### config.mk
export PLATFORM = sky130hd
export DESIGN_NAME = posting_block_varbyte_encoder_unit
export DESIGN_NICKNAME = d
export VERILOG_FILES = /design/src/rtl/core/pbve_pkg.sv /design/src/rtl/core/pbve_vb_enc.sv /design/src/rtl/core/posting_block_varbyte_encoder_unit.sv
export SDC_FILE = /design/constraint.sdc
export NUM_CORES = 1
export LEC_CHECK = 0
export ABC_AREA = 1
export BUFFER_PORTS_ARGS = -buffer_cell sky130_fd_sc_hd__buf_2
export CAP_MARGIN = 20
export CELL_PAD_IN_SITES_DETAIL_PLACEMENT = 0
export CELL_PAD_IN_SITES_GLOBAL_PLACEMENT = 1
export CORE_UTILIZATION = 41
export CTS_BUF_LIST = sky130_fd_sc_hd__clkbuf_8
export CTS_CLUSTER_SIZE = 10
export DETAILED_ROUTE_END_ITERATION = 16
export PLACE_DENSITY_LB_ADDON = 0.1
export SYNTH_ARGS = -nofsm -noshare
export SYNTH_HDL_FRONTEND = slang
export SYNTH_SLANG_ARGS = --single-unit
export TNS_END_PERCENT = 20
### constraint.sdc
create_clock -name i_clk -period 7.7 [get_ports i_clk]
set_input_delay 1.54 -clock i_clk [delete_from_list [all_inputs] [get_ports i_clk]]
set_output_delay 1.54 -clock i_clk [all_outputs]
set_load 0.01 [all_outputs]
### src/rtl/core/pbve_pkg.sv
// Package for the posting block varbyte encoder.
// Item types, code constants and default block length; no dependencies.
package pbve_pkg;

    localparam int unsigned BLOCK_LEN_DEF = 128;
    localparam int unsigned VB_MAX_BYTES  = 5;

    localparam logic [47:0] HEADER_BYTES = 48'd12;
    localparam logic [9:0]  SUM_MAX      = 10'd1023;
    localparam logic        VB_CONT      = 1'b1;

    typedef struct packed {
        logic        flush;
        logic [31:0] word_id;
        logic [31:0] doc_id;
        logic [31:0] freq;
    } t_in_item;

    typedef struct packed {
        logic        posting_valid;
        logic [39:0] gap_code;
        logic [2:0]  gap_len;
        logic [39:0] freq_code;
        logic [2:0]  freq_len;
        logic        block_closed;
        logic [31:0] closed_last_doc;
        logic [9:0]  closed_gap_bytes;
        logic [9:0]  closed_freq_bytes;
        logic        word_started;
        logic [47:0] word_offset;
    } t_out_item;

endpackage

### src/rtl/core/pbve_vb_enc.sv
// Variable-byte encoder for one 32-bit value, low byte first.
// Depends on pbve_pkg.
module pbve_vb_enc (
    input  logic [31:0] i_value,
    output logic [39:0] o_code,
    output logic [2:0]  o_len
);

    logic [34:0] ext;

    assign ext = {3'b000, i_value};

    always_comb begin
        priority if (i_value[31:28] != 4'd0) begin
            o_len = 3'd5;
        end else if (i_value[27:21] != 7'd0) begin
            o_len = 3'd4;
        end else if (i_value[20:14] != 7'd0) begin
            o_len = 3'd3;
        end else if (i_value[13:7] != 7'd0) begin
            o_len = 3'd2;
        end else begin
            o_len = 3'd1;
        end
    end

    always_comb begin
        for (int i = 0; i < pbve_pkg::VB_MAX_BYTES; i++) begin
            o_code[8*i +: 8] = {(3'(i + 1) < o_len) ? pbve_pkg::VB_CONT : 1'b0,
                                ext[7*i +: 7]};
        end
    end

endmodule

### src/rtl/core/posting_block_varbyte_encoder_unit.sv
// Top level of the posting block varbyte encoder: input register, encode
// and block bookkeeping, result register. Depends on pbve_pkg, pbve_vb_enc.
//
// Use: postings (word_id, doc_id, freq) or a flush marker enter on the
// input channel (i_in_valid / o_in_ready / i_in_item); one result item per
// input item leaves on the output channel (o_out_valid / i_out_ready /
// o_out_item), in order.
// Path: an accepted item is held in the input register; its result is
// loaded into the result register once that is empty or being taken.
// Throughput: one item per cycle while i_out_ready is high. The block
// state (current word, previous doc, block count, byte totals, byte
// offset) updates in the same cycle the item is encoded, so consecutive
// items need no bubbles.
// Stall: when the receiver holds i_out_ready low the result stays in place,
// the input register keeps its item and o_in_ready drops once both are full.
// Reset: synchronous, active low; both registers empty, current word 1,
// all other state zero. No clearing pass.
module posting_block_varbyte_encoder_unit #(
    parameter int unsigned BLOCK_LEN = pbve_pkg::BLOCK_LEN_DEF
) (
    input  logic                 i_clk,
    input  logic                 i_rst_n,
    input  logic                 i_in_valid,
    output logic                 o_in_ready,
    input  pbve_pkg::t_in_item   i_in_item,
    output logic                 o_out_valid,
    input  logic                 i_out_ready,
    output pbve_pkg::t_out_item  o_out_item
);

    localparam int unsigned CntW = $clog2(BLOCK_LEN + 1);

    logic                r_in_valid;
    pbve_pkg::t_in_item  r_in;
    logic                r_out_valid;
    pbve_pkg::t_out_item r_out;

    logic [31:0]     r_cur_word, n_cur_word;
    logic [31:0]     r_prev_doc, n_prev_doc;
    logic [CntW-1:0] r_count,    n_count;
    logic [9:0]      r_gap_sum,  n_gap_sum;
    logic [9:0]      r_freq_sum, n_freq_sum;
    logic [47:0]     r_offset,   n_offset;
    pbve_pkg::t_out_item n_out;

    logic        advance;
    logic        word_change;
    logic        do_close;
    logic        block_empty;
    logic [47:0] offset_adv;
    logic [31:0] gap;
    logic [39:0] gap_code;
    logic [39:0] freq_code;
    logic [2:0]  gap_len;
    logic [2:0]  freq_len;
    logic [10:0] gap_acc;
    logic [10:0] freq_acc;

    assign advance     = r_in_valid && (!r_out_valid || i_out_ready);
    assign o_in_ready  = !r_in_valid || advance;
    assign o_out_valid = r_out_valid;
    assign o_out_item  = r_out;

    assign word_change = !r_in.flush && (r_in.word_id != r_cur_word);
    assign block_empty = (r_count == '0);
    assign do_close    = !block_empty && (r_in.flush || word_change ||
                                          (r_count >= CntW'(BLOCK_LEN)));
    assign offset_adv  = r_offset + pbve_pkg::HEADER_BYTES
                       + {38'd0, r_gap_sum} + {38'd0, r_freq_sum};
    assign gap = (block_empty || do_close) ? r_in.doc_id
                                           : (r_in.doc_id - r_prev_doc);

    pbve_vb_enc u_gap_enc (
        .i_value (gap),
        .o_code  (gap_code),
        .o_len   (gap_len)
    );

    pbve_vb_enc u_freq_enc (
        .i_value (r_in.freq),
        .o_code  (freq_code),
        .o_len   (freq_len)
    );

    always_comb begin
        gap_acc  = (do_close ? 11'd0 : {1'b0, r_gap_sum})  + {8'd0, gap_len};
        freq_acc = (do_close ? 11'd0 : {1'b0, r_freq_sum}) + {8'd0, freq_len};

        n_out = '0;
        if (do_close) begin
            n_out.block_closed      = 1'b1;
            n_out.closed_last_doc   = r_prev_doc;
            n_out.closed_gap_bytes  = r_gap_sum;
            n_out.closed_freq_bytes = r_freq_sum;
        end
        if (word_change) begin
            n_out.word_started = 1'b1;
            n_out.word_offset  = do_close ? offset_adv : r_offset;
        end
        if (!r_in.flush) begin
            n_out.posting_valid = 1'b1;
            n_out.gap_code      = gap_code;
            n_out.gap_len       = gap_len;
            n_out.freq_code     = freq_code;
            n_out.freq_len      = freq_len;
        end

        n_cur_word = r_cur_word;
        n_prev_doc = r_prev_doc;
        n_count    = r_count;
        n_gap_sum  = r_gap_sum;
        n_freq_sum = r_freq_sum;
        n_offset   = do_close ? offset_adv : r_offset;
        if (r_in.flush) begin
            if (do_close) begin
                n_count    = '0;
                n_gap_sum  = '0;
                n_freq_sum = '0;
            end
        end else begin
            n_cur_word = r_in.word_id;
            n_prev_doc = r_in.doc_id;
            n_count    = (do_close ? '0 : r_count) + CntW'(1);
            n_gap_sum  = gap_acc[10]  ? pbve_pkg::SUM_MAX : gap_acc[9:0];
            n_freq_sum = freq_acc[10] ? pbve_pkg::SUM_MAX : freq_acc[9:0];
        end
    end

    always_ff @(posedge i_clk) begin
        if (!i_rst_n) begin
            r_in_valid  <= 1'b0;
            r_out_valid <= 1'b0;
            r_cur_word  <= 32'd1;
            r_prev_doc  <= '0;
            r_count     <= '0;
            r_gap_sum   <= '0;
            r_freq_sum  <= '0;
            r_offset    <= '0;
        end else begin
            if (o_in_ready) begin
                r_in_valid <= i_in_valid;
            end
            if (advance) begin
                r_out_valid <= 1'b1;
                r_cur_word  <= n_cur_word;
                r_prev_doc  <= n_prev_doc;
                r_count     <= n_count;
                r_gap_sum   <= n_gap_sum;
                r_freq_sum  <= n_freq_sum;
                r_offset    <= n_offset;
            end else if (i_out_ready) begin
                r_out_valid <= 1'b0;
            end
        end
    end

    always_ff @(posedge i_clk) begin
        if (o_in_ready && i_in_valid) begin
            r_in <= i_in_item;
        end
        if (advance) begin
            r_out <= n_out;
        end
    end

endmodule

==> flow_summary.toml, run 1 <==
[route]
drt-total-wl_mm = 61.5
drc_errors = 0
drtIter0Drc = 1153
ant_nets = 0
vias = 17600
routedWlPerCell_um = 17.4
dr.pass1.iters = 8
viasPerCell = 4.98

[finish]
final_common_cell = "nand2_1"
final_area_um2 = 24800
num-nets-final = 2971
fin_util_pct = 48.2
nFillCells = 5200
final_cell_mix = "569 x nand2_1, 385 x inv_1, 294 x nor2_1"
syn2layout_area_growth_pct = 15.9
layout-drive-gt1-share_pct = 15.3

[logic_synthesis]
ys_seq_elements = 420
synth.cell_area_um2 = 21400
synthFlopType = "edfxtp_1"
seq_area_frac_synth_pct = 52.3
synth-xor-area-share_pct = 3.03
yosys.area_share.adder_pct = 4.70
synth_cell_types = 52
yosysTopAreaCellShare_pct = 39.0
yosysWarnings = 0
syn_inst = 2507
netlist.top_cell.by_area = "edfxtp_1"
postSynthAreaPerCell_um2 = 8.54
synth_compound_area_share_pct = 9.84
synth_area_leaders = "edfxtp_1 39%, dfxtp_1 13%, nand2_1 10%, inv_1 6.3%, nor2_1 5.2%"
async_flop_share_pct = 0
synth_top_family_by_area = "simple AND/OR/NAND/NOR gates"
synth-simple-area-share_pct = 21.8
synthMuxAreaShare_pct = 0
synth_edf_count = 278

[worst_setup_path]
critPathKind = "flop to flop"
end_kind = "flop"
cpPeakStageDelay_ns = 0.40
path_buf_inv = 3
worstRegToRegCells = 29
required_ns = 8.19
crit_family = "simple AND/OR/NAND/NOR gates"
crit_slowest_cell = "fa_1"
cp_data_arrival_time_ns = 5.28
cp_common_cell = "nand2_1"
worstPathMaxFanout = 6
cp.depth = 29
crit_path_start_kind = "flop"

[hold_path]
hold_path_class = "flop to flop"
hold_depth = 2

[die]
die_x_um = 231
io_pins = 292
core_um2 = 51500
rows = 83
die_area_um2 = 53200
start_util_pct = 41.6
die_h_um = 231

[grt]
overflow = 0
grt_max_degree = 132
grt_pass1_wl_mm = 96.0
track_usage_pct = 23.2
grt_pass1_vias = 17400
antenna_found_initial = 9

[place]
gp_congestion = 0.886
place_area_um2 = 23400
port_buffers = 285
place_hpwl_mm = 44.5

[timing]
finalSetupTns_ns = 0
min_period_ns = 4.78
rsz0062_at_grt = "no"
maxSlewHeadroom_pct = 30.2
fmax_mhz = 209
period_share_pct = 62.1
worst_slew_pin_slew_ns = 1.04
finalHoldViolCount = 0
skew_ns = 0.0485
setup_violations = 0
drv_slew = 0

[clocking]
cts_tree = "built"
cts_root_buf = "clkbuf_8"
cts-htree-levels = 3
holdBufCountCts = 0
path_clk_slew_ns = 0.06
postCtsSetupRepairBufs = 0
post_cts_resized = 0
cts_buffers = 76
numClockSinks = 420
clk-insertion-delay-late_ns = 0.67
clockBufferDepth = 3

[power]
ir_drop_v = 0.000158
p_leak_uw = 0.0108
p_per_area_nw_per_um2 = 210

[flow_run]
cap_violations = 0

[status]
status = "complete, no violations"
-- cell usage after synthesis (all sizes together), types with 6 or more instances --
library cell / count
inv: 363
xor2: 50
a21oi: 190
o21ai: 138
nor4: 14
dfxtp: 142
and2: 6
nor3: 23
ha: 58
a211oi: 10
fa: 14
nand3b: 6
edfxtp: 278
xnor2: 24
clkbuf: 55
nand3: 128
o211ai: 35
buf: 33
nor2: 307
nand4: 29
nand2: 574
-- tightest hold or removal path, delay by kind of cell (launching register included) --
family	cells	cell delay (ns)
flip-flops	1	0.31
AND/OR/NAND/NOR	1	0.06
AO/OA/AOI/OAI	1	0.06
-- sequential cells by signal, indices dropped and copies added (netlist names) --
register	count
o_out_valid	1
r_count	8
r_in_valid	1
o_out_item	181
r_gap_sum	10
r_in	97
r_prev_doc	32
r_offset	48
r_freq_sum	10
r_cur_word	32
-- power by group --
group	leakage (µW)	internal [µW]	switching (µW)	total, µW
Combinational	0.00615	203	437	640
Sequential	0.00382	2530	63.6	2600
Clock	0.000816	989	987	1980
Total	0.0108	3730	1490	5210
-- cells by family after synthesis --
| kind of cell | Yosys count |
|---|---|
| AO/OA/AOI/OAI | 388 |
| XOR/XNOR | 74 |
| adder cells (fa/ha/maj) | 72 |
| buffers and inverters | 456 |
| flip-flops | 420 |
| other | 1 |
| AND/OR/NAND/NOR | 1096 |
-- routing by layer --
metal / wire length (µm) / global-route usage, % / share of wire, %
met5: 84 / 0 / 0.14
met4: 1410 / 6.66 / 2.3
met3: 4360 / 6.52 / 7.1
met2: 27600 / 36.5 / 45
met1: 28100 / 31.1 / 46
-- per-stage QoR --
step                hold slack (ns)  power, µW  setup WS [ns]  std cells
finish                        0.468       5210           2.92       3540
global route                  0.494       5460           2.47       3538
global placement              0.453       3280           3.01       3400
floorplan                     0.444       3070          0.213       2514
CTS                           0.472       5290           2.96       3536
detailed placement            0.463       3280           2.99       3400
-- path summary, 6_finish.rpt --
kind | start | endpoint | slack, ns
setup / recovery | r_in[32] | r_gap_sum[0] | 2.92
hold / removal | r_gap_sum[0] | r_gap_sum[0] | 0.47
setup reg to reg | r_in[32] | r_gap_sum[0] | 2.92
hold reg to reg | r_gap_sum[0] | r_gap_sum[0] | 0.47
-- layout make-up --
cell class              instances  area, µm²  share of cell area (%)
inverters                     368       1390                    5.61
clock buffers                  78       1070                    4.33
diodes                          4       10.0                  0.0403
clock inverters                58        327                    1.32
repair buffers                294       1510                    6.07
well taps                     680        851                    3.43
flip-flops and latches        420      11200                    45.1
multi-input cells            1638       8470                    34.1
No activity file was read; power rests on OpenSTA's default activity.
==> inputs of run 2 (changes only) <==
--- a/config.mk
+++ b/config.mk
@@ -5,12 +5,12 @@
 export SDC_FILE = /design/constraint.sdc
 export NUM_CORES = 1
 export LEC_CHECK = 0
-export ABC_AREA = 1
+export ABC_AREA = 0
 export BUFFER_PORTS_ARGS = -buffer_cell sky130_fd_sc_hd__buf_2
 export CAP_MARGIN = 20
 export CELL_PAD_IN_SITES_DETAIL_PLACEMENT = 0
 export CELL_PAD_IN_SITES_GLOBAL_PLACEMENT = 1
-export CORE_UTILIZATION = 41
+export CORE_UTILIZATION = 45
 export CTS_BUF_LIST = sky130_fd_sc_hd__clkbuf_8
 export CTS_CLUSTER_SIZE = 10
 export DETAILED_ROUTE_END_ITERATION = 16
==> constraint.sdc (replaced) <==
create_clock -name i_clk -period 4.64 [get_ports i_clk]
set_input_delay 0.928 -clock i_clk [delete_from_list [all_inputs] [get_ports i_clk]]
set_output_delay 0.928 -clock i_clk [all_outputs]
set_load 0.01 [all_outputs]
==> run 2 against run 1 <==
Effect of this change: utilization is 7.6 points higher; hold slack worse by 0.0076 ns; worst setup slack got worse by 2.9 ns; routed wire length down 16%; critical path type unchanged; via count down 13%; combinational power increased by 34%; cell area down 0.75%.
==> flow_summary.toml, run 2 <==
[timing]
min_period_ns = 4.62
worst_slew_pin_slew_ns = 1.05
rsz0062_at_grt = "yes"
holdWs_ns = 0.460
setup_violations = 0
setup_slack_ns = 0.0234
drv_slew = 0
skew_ns = 0.0269
fmax_mhz = 217
period_share_pct = 99.5
maxSlewHeadroom_pct = 30.2
finalHoldViolCount = 0

[power]
p_leak_uw = 0.00949
ir_drop_v = 0.000250
p_per_area_nw_per_um2 = 344

[die]
rows = 77
die_h_um = 213
io_pins = 292
die_x_um = 213
start_util_pct = 45.6
die_area_um2 = 45500
core_um2 = 44100

[place]
place_area_um2 = 22800
place_ws_ns = -0.267
place_hpwl_mm = 36.0
gp_congestion = 0.901
port_buffers = 285
dp_cells = 2821

[logic_synthesis]
synth_cell_types = 76
seq_area_frac_synth_pct = 55.7
synth_area_leaders = "edfxtp_1 42%, dfxtp_1 14%, nand2_1 5.7%, ha_1 3.6%, xnor2_1 3.4%"
yosysWarnings = 0
synth_common_cells = "303 x nand2_1, 278 x edfxtp_1, 151 x nor2_1, 142 x dfxtp_1, 90 x a21oi_1"
postSynthAreaPerCell_um2 = 10.4
syn_inst = 1925
synthFlopType = "edfxtp_1"
yosysTopAreaCellShare_pct = 41.5
ys_seq_elements = 420
synth_edf_count = 278
synth.cell_area_um2 = 20100
netlist.top_cell.by_area = "edfxtp_1"
synth.most_common_cell = "nand2_1"
async_flop_share_pct = 0

[status]
status = "complete, no violations"

[route]
drc_errors = 0
wl_met3_mm = 2.53
ant_nets = 0
dr_wl_met2_mm = 23.8
dr.pass1.iters = 8
wl_met1_mm = 24.3
drt-total-wl_mm = 51.9
drtIter0Drc = 924
viasPerCell = 5.15
top_layer_used = "met5"
vias = 15300
routedWlPerCell_um = 17.5

[grt]
grt_pass1_vias = 14600
grt_pass1_wl_mm = 79.9
grt_max_degree = 97
overflow = 0
track_usage_pct = 22.8
antenna_found_initial = 2

[worst_setup_path]
r2r_setup_slack_ns = 0.02
required_ns = 5.16
crit_chain = "inv_1 > ha_2 > fa_2 > nor2b_4 > o31ai_4 > buf_4 > a21oi_1 > xor2_1 > a2111o_1 > or4_1 > a21oi_4 > nor3_4 > buf_6 > buf_4 > fa_2 > a21oi_2 > nor3_2 > or4b_4 > a21oi_2 > nor2_1"
cpPeakStageDelay_ns = 0.55
end_kind = "flop"
rr_startpoint = "r_in[32]"
cp_data_arrival_time_ns = 5.14
worstPathMaxFanout = 6
crit_path_start_kind = "flop"
crit_slowest_cell = "or4_1"
r2r-end = "r_gap_sum[9]"
path_buf_inv = 4
worstRegToRegCells = 20
crit_family = "simple AND/OR/NAND/NOR gates"
critPathKind = "flop to flop"

[finish]
seq_area_um2 = 11200
final_cell_mix = "299 x nand2_1, 284 x buf_2, 278 x edfxtp_1"
syn2layout_area_growth_pct = 22.5
final_common_cell = "nand2_1"
num-nets-final = 2488
largest_reg_flops = 181
final_cells = 2966
multi_input_area_um2 = 8540
fin_util_pct = 55.8
layout-drive-gt1-share_pct = 24.6
final_area_um2 = 24600
nFillCells = 3916

[clocking]
cts_buffers = 73
path_clk_slew_ns = 0.06
cts_tree = "built"
cts-htree-levels = 3
clockBufferDepth = 3
numClockSinks = 420
cts_root_buf = "clkbuf_8"
clk-insertion-delay-late_ns = 0.65

[hold_path]
min_to = "r_in[47]"
hold_depth = 1
hold_start = "i_in_item[47]"
hold_path_class = "input pin to flop"

[flow_run]
cap_violations = 0
-- run 2: cell count changes after synthesis, moves of 70 or more --
| cell | change |
|---|---|
| a21boi_0 | +87 |
| a21oi_1 | -98 |
| inv_1 | -290 |
| nand2_1 | -266 |
| nand3_1 | -88 |
| nor2_1 | -144 |
| o21ai_0 | -70 |
-- run 2: worst register-to-register path: cells and delay by family (launching register included) --
family	cells	cell delay, ns
compound gates	6	1.25
flops	1	0.39
simple gates	6	1.34
xor+xnor	1	0.18
fa+ha+maj	3	0.81
buf+inv	4	0.54
-- run 2: worst max-delay path by stage --
stage,startpoint,end,slack (ns),cells after the start
2_1_floorplan,r_in[32],r_gap_sum[9],-0.1,19
3_3_place_gp,r_in[33],r_gap_sum[9],-0.18,16
3_5_place_dp,r_in[33],r_gap_sum[9],-0.27,16
4_1_cts,r_in[32],r_gap_sum[9],-0.03,22
5_1_grt,r_in[32],r_gap_sum[9],-0.20,22
6_report,r_in[32],r_gap_sum[9],0.02,20
-- run 2: power breakdown --
group          total, µW  switching, µW  internal [µW]
Clock               3400           1530           1860
Sequential          4220           65.4           4150
Combinational        860            511            348
-- run 2: layout make-up --
type | instances | share of cell area [%]
Sequential cell | 420 | 45.4
Multi-Input combinational cell | 1337 | 34.7
Timing Repair Buffer | 413 | 9.82
Clock buffer | 83 | 4.64
Tap cell | 592 | 3.01
Clock inverter | 50 | 1.30
Inverter | 70 | 1.10
Antenna cell | 1 | 0.0102
-- run 2: cell families (layout without fill, tap and decap cells) --
logic type | after synthesis | after routing | share of synthesized area, %
and+or+nand+nor | 762 | 762 | 17.9
DFF | 420 | 420 | 55.7
AOI/OAI and AO/OA | 367 | 367 | 12.3
buffers and inverters | 175 | 616 | 3.47
xor gates and xnor gates | 125 | 125 | 5.45
adders and majority gates | 72 | 72 | 5.00
muxes | 3 | 3 | 0.149
other | 1 | 9 | 0.0187
-- run 2: routing by layer --
| layer | up-vias | track usage (%) |
|---|---|---|
| met3 | 85 | 3.97 |
| met2 | 405 | 35.9 |
| met1 | 7216 | 31.4 |
| met4 | 2 | 8.55 |
| met5 | - | 0 |
| li1 | 7565 | - |
-- run 2: stage by stage --
| stage | TNS, ns | total power [µW] |
|---|---|---|
| floorplan | -0.149 | 4770 |
| global placement | -0.667 | 5110 |
| detailed placement | -1.46 | 5120 |
| CTS | -0.0288 | 8560 |
| global route | -0.979 | 8830 |
| finish | 0 | 8470 |
-- run 2: repair_timing --
action,CTS,global route
endpoints found under the setup margin,10,10
hold buffers,0,0
pin swaps,21,10
resized for setup,30,33
setup buffers,6,5
